==> src/hdl/ulcc_pkg.sv <==
// Shared types, codes and letter tables for the Cyrillic last-letter classifier.
`default_nettype none

package ulcc_pkg;

	localparam int unsigned ACCUM_W   = 21;
	localparam int unsigned PEND_W    = 2;
	localparam int unsigned LETTER_W  = 11;
	localparam int unsigned ERR_W     = 2;
	localparam int unsigned VERDICT_W = 3;

	localparam logic [ERR_W-1:0] ERR_NONE = 2'd0;
	localparam logic [ERR_W-1:0] ERR_CHAR = 2'd1;
	localparam logic [ERR_W-1:0] ERR_UTF8 = 2'd2;

	localparam logic [VERDICT_W-1:0] VERDICT_VOWEL     = 3'd0;
	localparam logic [VERDICT_W-1:0] VERDICT_CONSONANT = 3'd1;
	localparam logic [VERDICT_W-1:0] VERDICT_NO_LETTER = 3'd2;
	localparam logic [VERDICT_W-1:0] VERDICT_BAD_CHAR  = 3'd3;
	localparam logic [VERDICT_W-1:0] VERDICT_BAD_UTF8  = 3'd4;

	localparam logic [ACCUM_W-1:0] CP_CR = 21'h0000D;
	localparam logic [ACCUM_W-1:0] CP_LF = 21'h0000A;

	localparam logic [ACCUM_W-1:0] CP_BIG_A  = 21'd1040;
	localparam logic [ACCUM_W-1:0] CP_SMALL_YA = 21'd1103;
	localparam logic [ACCUM_W-1:0] CP_BIG_YO = 21'd1025;
	localparam logic [ACCUM_W-1:0] CP_SMALL_YO = 21'd1105;

	typedef struct packed {
		logic [ACCUM_W-1:0]  code_accum;
		logic [PEND_W-1:0]   bytes_pending;
		logic [LETTER_W-1:0] last_letter;
		logic [ERR_W-1:0]    error_kind;
	} word_state_t;

	localparam word_state_t WORD_STATE_CLEAR = '0;

	// Russian letter: A..ya block, plus YO in both cases.
	function automatic logic is_letter(input logic [ACCUM_W-1:0] cp);
		is_letter = (cp >= CP_BIG_A && cp <= CP_SMALL_YA) || cp == CP_BIG_YO ||
			cp == CP_SMALL_YO;
	endfunction

	function automatic logic is_vowel(input logic [LETTER_W-1:0] cp);
		logic hit;
		hit = 1'b0;
		unique case (cp)
			11'd1025, 11'd1040, 11'd1045, 11'd1048, 11'd1054,
			11'd1059, 11'd1067, 11'd1069, 11'd1070, 11'd1071,
			11'd1072, 11'd1077, 11'd1080, 11'd1086, 11'd1091,
			11'd1099, 11'd1101, 11'd1102, 11'd1103, 11'd1105: hit = 1'b1;
			default: hit = 1'b0;
		endcase
		is_vowel = hit;
	endfunction

endpackage

`default_nettype wire

==> src/hdl/utf8_cyrillic_last_letter_classifier_top.sv <==
// Top level of the UTF-8 Cyrillic last-letter classifier.
//
//  channel | direction | handshake          | payload
//  --------+-----------+--------------------+--------------------------------------
//  in      | into      | in_valid/in_stall  | byte_valid, data_byte, end_of_word
//  out     | out of    | out_valid/out_stall| verdict, letter_code
//
// One byte per cycle while in_stall is low. A request is held in the input register,
// is decoded there against the word state, and a word's verdict is then registered
// into the result register.
// Reset clears the word state and both valid flags; no clearing pass.
// in_stall rises only when an end-of-word request waits in the input register while
// the result register still holds an untaken verdict.
`default_nettype none

module utf8_cyrillic_last_letter_classifier_top (
	input  wire logic                                clk,
	input  wire logic                                arst_n,
	input  wire logic                                in_valid,
	output logic                                     in_stall,
	input  wire logic                                byte_valid,
	input  wire logic [7:0]                          data_byte,
	input  wire logic                                end_of_word,
	output logic                                     out_valid,
	input  wire logic                                out_stall,
	output logic [ulcc_pkg::VERDICT_W-1:0]           verdict,
	output logic [ulcc_pkg::LETTER_W-1:0]            letter_code
);

	logic        valid_s1;
	logic        byte_valid_s1;
	logic [7:0]  data_byte_s1;
	logic        eow_s1;

	ulcc_pkg::word_state_t                state_q;
	ulcc_pkg::word_state_t                state_nxt;
	logic [ulcc_pkg::VERDICT_W-1:0]       verdict_nxt;
	logic [ulcc_pkg::LETTER_W-1:0]        letter_nxt;

	logic                                 out_valid_q;
	logic [ulcc_pkg::VERDICT_W-1:0]       verdict_q;
	logic [ulcc_pkg::LETTER_W-1:0]        letter_q;

	logic out_free;
	logic s1_done;
	logic take_in;

	assign out_free = !out_valid_q || !out_stall;
	assign s1_done  = valid_s1 && (!eow_s1 || out_free);
	assign in_stall = valid_s1 && eow_s1 && !out_free;
	assign take_in  = in_valid && !in_stall;

	ulcc_decode u_decode (
		.cur         (state_q),
		.byte_valid  (byte_valid_s1),
		.data_byte   (data_byte_s1),
		.end_of_word (eow_s1),
		.nxt         (state_nxt),
		.verdict     (verdict_nxt),
		.letter_code (letter_nxt)
	);

	always_ff @(posedge clk or negedge arst_n) begin
		if (!arst_n) begin
			valid_s1 <= 1'b0;
		end else if (take_in) begin
			valid_s1 <= 1'b1;
		end else if (s1_done) begin
			valid_s1 <= 1'b0;
		end
	end

	always_ff @(posedge clk) begin
		if (take_in) begin
			byte_valid_s1 <= byte_valid;
			data_byte_s1  <= data_byte;
			eow_s1        <= end_of_word;
		end
	end

	always_ff @(posedge clk or negedge arst_n) begin
		if (!arst_n) begin
			state_q <= ulcc_pkg::WORD_STATE_CLEAR;
		end else if (s1_done) begin
			state_q <= state_nxt;
		end
	end

	always_ff @(posedge clk or negedge arst_n) begin
		if (!arst_n) begin
			out_valid_q <= 1'b0;
		end else if (s1_done && eow_s1) begin
			out_valid_q <= 1'b1;
		end else if (!out_stall) begin
			out_valid_q <= 1'b0;
		end
	end

	// Load a verdict only when the word closes; hold it while stalled.
	always_ff @(posedge clk) begin
		if (s1_done && eow_s1) begin
			verdict_q <= verdict_nxt;
			letter_q  <= letter_nxt;
		end
	end

	assign out_valid   = out_valid_q;
	assign verdict     = verdict_q;
	assign letter_code = letter_q;

endmodule

`default_nettype wire

==> src/hdl/ulcc_decode.sv <==
// One decode step: folds a byte into the word state and forms the verdict.
`default_nettype none

module ulcc_decode (
	input  wire ulcc_pkg::word_state_t                 cur,
	input  wire logic                                  byte_valid,
	input  wire logic [7:0]                            data_byte,
	input  wire logic                                  end_of_word,
	output ulcc_pkg::word_state_t                      nxt,
	output logic [ulcc_pkg::VERDICT_W-1:0]             verdict,
	output logic [ulcc_pkg::LETTER_W-1:0]              letter_code
);

	ulcc_pkg::word_state_t upd;
	logic                             fin;
	logic [ulcc_pkg::ACCUM_W-1:0]     fin_cp;

	always_comb begin
		upd    = cur;
		fin    = 1'b0;
		fin_cp = '0;
		if (byte_valid && cur.error_kind == ulcc_pkg::ERR_NONE) begin
			if (cur.bytes_pending == '0) begin
				priority if (!data_byte[7]) begin
					fin    = 1'b1;
					fin_cp = {13'd0, data_byte};
				end else if (data_byte[7:5] == 3'b110) begin
					upd.code_accum    = {16'd0, data_byte[4:0]};
					upd.bytes_pending = 2'd1;
				end else if (data_byte[7:4] == 4'b1110) begin
					upd.code_accum    = {17'd0, data_byte[3:0]};
					upd.bytes_pending = 2'd2;
				end else if (data_byte[7:3] == 5'b11110) begin
					upd.code_accum    = {18'd0, data_byte[2:0]};
					upd.bytes_pending = 2'd3;
				end else begin
					// stray continuation or lead byte 0xF8 and up
					upd.error_kind = ulcc_pkg::ERR_UTF8;
				end
			end else if (data_byte[7:6] != 2'b10) begin
				upd.error_kind = ulcc_pkg::ERR_UTF8;
			end else begin
				upd.code_accum    = {cur.code_accum[14:0], data_byte[5:0]};
				upd.bytes_pending = cur.bytes_pending - 2'd1;
				if (cur.bytes_pending == 2'd1) begin
					fin    = 1'b1;
					fin_cp = {cur.code_accum[14:0], data_byte[5:0]};
				end
			end
		end
		// Skip CR and LF; keep letters; anything else is a bad character.
		if (fin && fin_cp != ulcc_pkg::CP_CR && fin_cp != ulcc_pkg::CP_LF) begin
			if (ulcc_pkg::is_letter(fin_cp)) begin
				upd.last_letter = fin_cp[ulcc_pkg::LETTER_W-1:0];
			end else begin
				upd.error_kind = ulcc_pkg::ERR_CHAR;
			end
		end
		if (end_of_word && upd.error_kind == ulcc_pkg::ERR_NONE &&
			upd.bytes_pending != '0) begin
			upd.error_kind = ulcc_pkg::ERR_UTF8;
		end
	end

	always_comb begin
		priority if (upd.error_kind == ulcc_pkg::ERR_CHAR) begin
			verdict = ulcc_pkg::VERDICT_BAD_CHAR;
		end else if (upd.error_kind != ulcc_pkg::ERR_NONE) begin
			verdict = ulcc_pkg::VERDICT_BAD_UTF8;
		end else if (upd.last_letter == '0) begin
			verdict = ulcc_pkg::VERDICT_NO_LETTER;
		end else if (ulcc_pkg::is_vowel(upd.last_letter)) begin
			verdict = ulcc_pkg::VERDICT_VOWEL;
		end else begin
			verdict = ulcc_pkg::VERDICT_CONSONANT;
		end
	end

	assign letter_code = upd.last_letter;
	// Clear the word state once the word is closed.
	assign nxt = end_of_word ? ulcc_pkg::WORD_STATE_CLEAR : upd;

endmodule

`default_nettype wire

==> config.mk <==
export PLATFORM = sky130hd
export DESIGN_NAME = utf8_cyrillic_last_letter_classifier_top
export DESIGN_NICKNAME = d
export VERILOG_FILES = /design/src/hdl/ulcc_pkg.sv /design/src/hdl/utf8_cyrillic_last_letter_classifier_top.sv /design/src/hdl/ulcc_decode.sv
export SDC_FILE = /design/constraint.sdc
export NUM_CORES = 1
export LEC_CHECK = 0
export BUFFER_PORTS_ARGS = -buffer_cell sky130_fd_sc_hd__buf_2
export CAP_MARGIN = 10
export CORE_MARGIN = 2
export CORE_UTILIZATION = 25
export CTS_BUF_LIST = sky130_fd_sc_hd__clkbuf_16
export DETAILED_ROUTE_END_ITERATION = 10
export PLACE_DENSITY = 0.41
export SLEW_MARGIN = 40
export SYNTH_ARGS = -nofsm -noshare
export SYNTH_HDL_FRONTEND = slang
export SYNTH_HIERARCHICAL = 1
export SYNTH_SLANG_ARGS = --single-unit
==> constraint.sdc <==
create_clock -name clk -period 2.82 [get_ports clk]
set_input_delay 0.564 -clock clk [delete_from_list [all_inputs] [get_ports clk]]
set_output_delay 0.564 -clock clk [all_outputs]
set_load 0.05 [all_outputs]
# --- Word-level counts from Yosys, hierarchy flattened ---
# Cells that the tools add are included.
op_classes:
  add_sub_neg: 1
  n_mul: 0
  n_div: 0
  n_lt_le_gt_ge: 2
  n_eq_ne: 34
  shifts: 0
  n_mux: 40
  n_bitwise: 0
  reduce_logical: 30
ops:
  columns: ["cell", "n"]
  rows:
  - ["== test 11 bit, second input constant", 20]
  - ["two-way mux 17 bit", 7]
  - ["two-way mux 21 bit", 4]
  - ["== test 21 x 11 -> 1 bit, second input constant", 2]
  - ["!= test 21 x 4 -> 1 bit, second input constant", 2]
  - ["two-way mux 30 bit", 1]
  - [">= comparator 21 x 11 -> 1 bit, second input constant", 1]
  - ["<= comparator 21 x 11 -> 1 bit, second input constant", 1]
  - ["OR reduction 20 bit", 1]
  - ["two-way mux 2 bit", 9]
  - ["two-way mux 1 bit", 14]
  - ["two-way mux 13 bit", 1]
  - ["logical AND 1 bit", 11]
  - ["zero test 11 bit", 1]
  - ["two-way mux 11 bit", 1]
  - ["nonzero test 2 bit", 4]
  - ["two-way mux 7 bit", 1]
  - ["zero test 2 bit", 3]
  - ["two-way mux 3 bit", 2]
  - ["== test 5 bit, second input constant", 1]
  - ["zero test 1 bit", 5]
  - ["!= test 5 bit, second input constant", 1]
  - ["AND reduction 5 bit", 1]
  - ["== test 2 x 1 -> 1 bit, second input constant", 2]
  - ["8 further kinds", 11]
totals:
  regBits: 56
  latch_bits: 0
  mem_bits_rw: 0
  rom_bits: 0
  input_bits: 14
  out_inout_bits: 16
  wordCells: 118
  memories: 0

# --- Longest topological paths before layout ---
logic_depth:
  depth_word: 21
  ltp_mapped: 13
  depth_no_buf: 11

# --- By module ---
# Netlist, hierarchy kept.
modules_own_cells:
  columns: ["module", "n_inst", "cells_per_inst", "area_each_um2", "seq_area_each_um2"]
  rows:
  - ["utf8_cyrillic_last_letter_classifier_top", 1, 239, 2866.5, 1671.6]
  - ["ulcc_decode", 1, 234, 1388.8, 0.0]

# --- Worst setup path before layout ---
# No wires, ideal clock.
synth_timing:
  path_kind: "register -> register"
  from: "register state_q[13] (netlist bit)"
  to: "register state_q[2] (netlist bit)"
  setup_time_ns: 0.127
  t_arrival_ns: 2.580
  required_ns: 2.693
  setup_slack_ns: 0.113
  stages_incl_launch_ff: 12
  path_buffers: 1
  cell_sequence: "dfrtp_1 -> inv_1 -> ha_1 -> nand4bb_4 -> a22o_1 -> a311o_1 -> a32oi_2 -> buf_6 -> mux2_2 -> nor2b_1 -> nand2_1 -> o211ai_2"
synth_rtl:
  columns: ["element", "line", "text"]
  rows:
  - ["from (decl)", "utf8_cyrillic_last_letter_classifier_top.sv:35", "ulcc_pkg::word_state_t state_q;"]
  - ["from (signal assigned)", "utf8_cyrillic_last_letter_classifier_top.sv:83", "state_q <= ulcc_pkg::WORD_STATE_CLEAR;"]
  - ["from (signal assigned)", "utf8_cyrillic_last_letter_classifier_top.sv:85", "state_q <= state_nxt;"]

==> qor.txt <==
Total power: 2.298 mW
Crit path arrival time: 2870 ps
Antenna Nets Post-Route: 0
Gate count of the mapped netlist: 429
H-tree level count: 2
Cells after DPL: 647
Top achievable clock speed: 0.3743 GHz
Largest net degree at the start of global routing: 62
CTS Hold Bufs: 0
Num CTS Buffers: 5
Clk_lat worst skew: 310 ps
CP max stage delay: 390 ps
Resized Gates After CTS: 0
Hold WC Path Type: primary input to asynchronous set/reset pin
Area growth, synth to finish: 16.95%
Worst path slowest cell: a311o_1
Clock root buffer master: clkbuf_16
Post-layout nets: 482
VDD IR max: 0.2074 mV
DPL Wire Length: 7582 um
Port bufs: 29
# Post-CTS Setup Buffers: 0
# setup viols final: 0
Final cell count without fillers: 655
GRT Overall Usage: 0.1440
CP required: 3020 ps
Crit-path max FO: 12
Crit path time final: 2671 ps
Worst-path cell chain: inv_1, ha_2, nand4bb_4, a22o_1, a311o_1, a32oi_2, buf_12, mux2_2, nor2b_1, nand2_1, o211ai_2
Setup_tns: 0 ps
Filler Cell Count: 1,597
Synth Area per Inst: 9.000 um^2
Setup ws final: 148.5 ps
Die width: 128.3 um
Hold WS: 214.3 ps
RSZ-0062 raised after global routing: false
Worst slew pin tran: 593.2 ps
Final wirelength: 11,310 um
GP Congestion: 0.8573
Core ar.: 15,150 um^2
# diodes: 0
Initial DRC Count: 235
Initial antenna violation count: 0
Final Hold Viols: 0
GR Overflow Total: 0
Crit start category: register
TritonCTS clock tree: yes
First-pass GRT wire length: 18,230 um
Status: finished, final reports clean
DRT Pass-1 Iters: 5
I/O pin count: 30
Post-synthesis net count: 445
Final worst clock skew: 4.180 ps
Via count: 3,337
Slew HR: 0.6046
Final slew viol count: 0
Drt drc: 0
Pleak: 1.866 nW
Share of cells above drive strength 1: 0.2505
Clock Tree Buf Depth: 2
Post-placement setup slack: 49.43 ps
WL/cell: 17.26 um
Die Ht: 128.3 um
Crit. End Element: register
Pwr Density: 509.0 nW/um^2
CTS sink count: 56
Mapped cell area: 3861 um^2
Synth warn: 6
Via-to-Cell Ratio: 5.095
Vias in the first global route: 3,242
MaxCap Viol Count: 0
Initial core utilization: 0.2549
Site Rows: 45
Fin crit share: 0.9473
Clk slew on worst S/H paths: 80 ps
Die area: 16,450 um^2
Crit Path Class: register to register
[through the flow]
| stage | util | cell area [um^2] |
|---|---|---|
| after detailed placement | 0.2869 | 4345 |
| after floorplan | - | 3861 |
| after CTS | 0.2980 | 4513 |
| after global placement | 0.2867 | 4343 |
| after global routing | 0.2981 | 4516 |
| final | 0.2981 | 4516 |
[per-layer routing]
metal  part of all wire  global-route usage  routed length [um]  vias to the layer above
li1                   -                   -                   -                     1636
met1               0.48              0.1948                5380                     1607
met2               0.46              0.2281                5236                       79
met3              0.043             0.03631                 481                       15
met4              0.018             0.04008                 208                        0
met5                  0                   0                   0                        -
[area by class of cell]
type,count,area [um^2],area share
Tap cell,188,235.2,0.05209
Sequential cell,56,1521,0.3369
Clock buffer,5,125.1,0.02771
Multi-Input combinational cell,320,2071,0.4586
Clock inverter,3,42.54,0.009421
Inverter,12,45.04,0.009975
Timing Repair Buffer,71,475.5,0.1053
[power breakdown]
part	switching, mW	internal, mW	leakage [nW]
registers	0.0436	0.904	0.671
logic	0.371	0.233	1.11
clock network	0.328	0.419	0.0814
[final timing paths]
| path | from | endpoint | slack [ps] | cells after the start |
|---|---|---|---|---|
| worst max-delay path | state_q[13]$_DFFE_PN0P_ | state_q[6]$_DFFE_PN0P_ | 150 | 11 |
| worst min-delay path | arst_n | state_q[6]$_DFFE_PN0P_ | 210 | 1 |
| worst max register to register | state_q[13]$_DFFE_PN0P_ | state_q[6]$_DFFE_PN0P_ | 150 | 11 |
| worst min register to register | state_q[11]$_DFFE_PN0P_ | state_q[11]$_DFFE_PN0P_ | 570 | 2 |
| max in group asynchronous | arst_n | state_q[14]$_DFFE_PN0P_ | 2250 | 1 |
| min in group clk | data_byte[2] | data_byte_s1[2]$_DFFE_PP_ | 420 | 1 |
[state kept, by name, summed over array words and instances (netlist names)]
signal / cells
verdict: 3
data_byte_s1: 8
state_q: 30
byte_valid_s1: 1
valid_s1: 1
out_valid: 1
eow_s1: 1
letter_code: 11
[worst max-delay path, delay by kind of cell, from the launching register on]
| kind | cells | cell delay [ps] |
|---|---|---|
| buffers and inverters | 2 | 230 |
| AOI/OAI and AO/OA | 4 | 930 |
| muxes | 1 | 350 |
| DFF | 1 | 350 |
| adders and majority gates | 1 | 220 |
| and+or+nand+nor | 3 | 470 |
[layout by cell type, fill, tap and decap left out, types with 2 or more instances in the layout]
cell type	n
nor4bb_1	2
a22oi_1	10
nor4_1	4
buf_4	42
o211ai_1	7
xnor2_1	4
clkbuf_16	5
nor3_1	11
dfrtp_1	32
nor2_1	37
inv_1	12
o21ai_0	15
nor3b_1	2
nand2b_1	36
edfxtp_1	24
nand2_1	54
or3b_2	2
a21oi_1	14
o211ai_2	25
o21a_1	3
nand3_1	5
mux2_2	4
a211oi_1	4
nor2b_1	13
a31oi_1	3
buf_2	28
mux2i_1	4
nand4_1	35
and3_1	2
No activity file was read; power rests on OpenSTA's default activity.
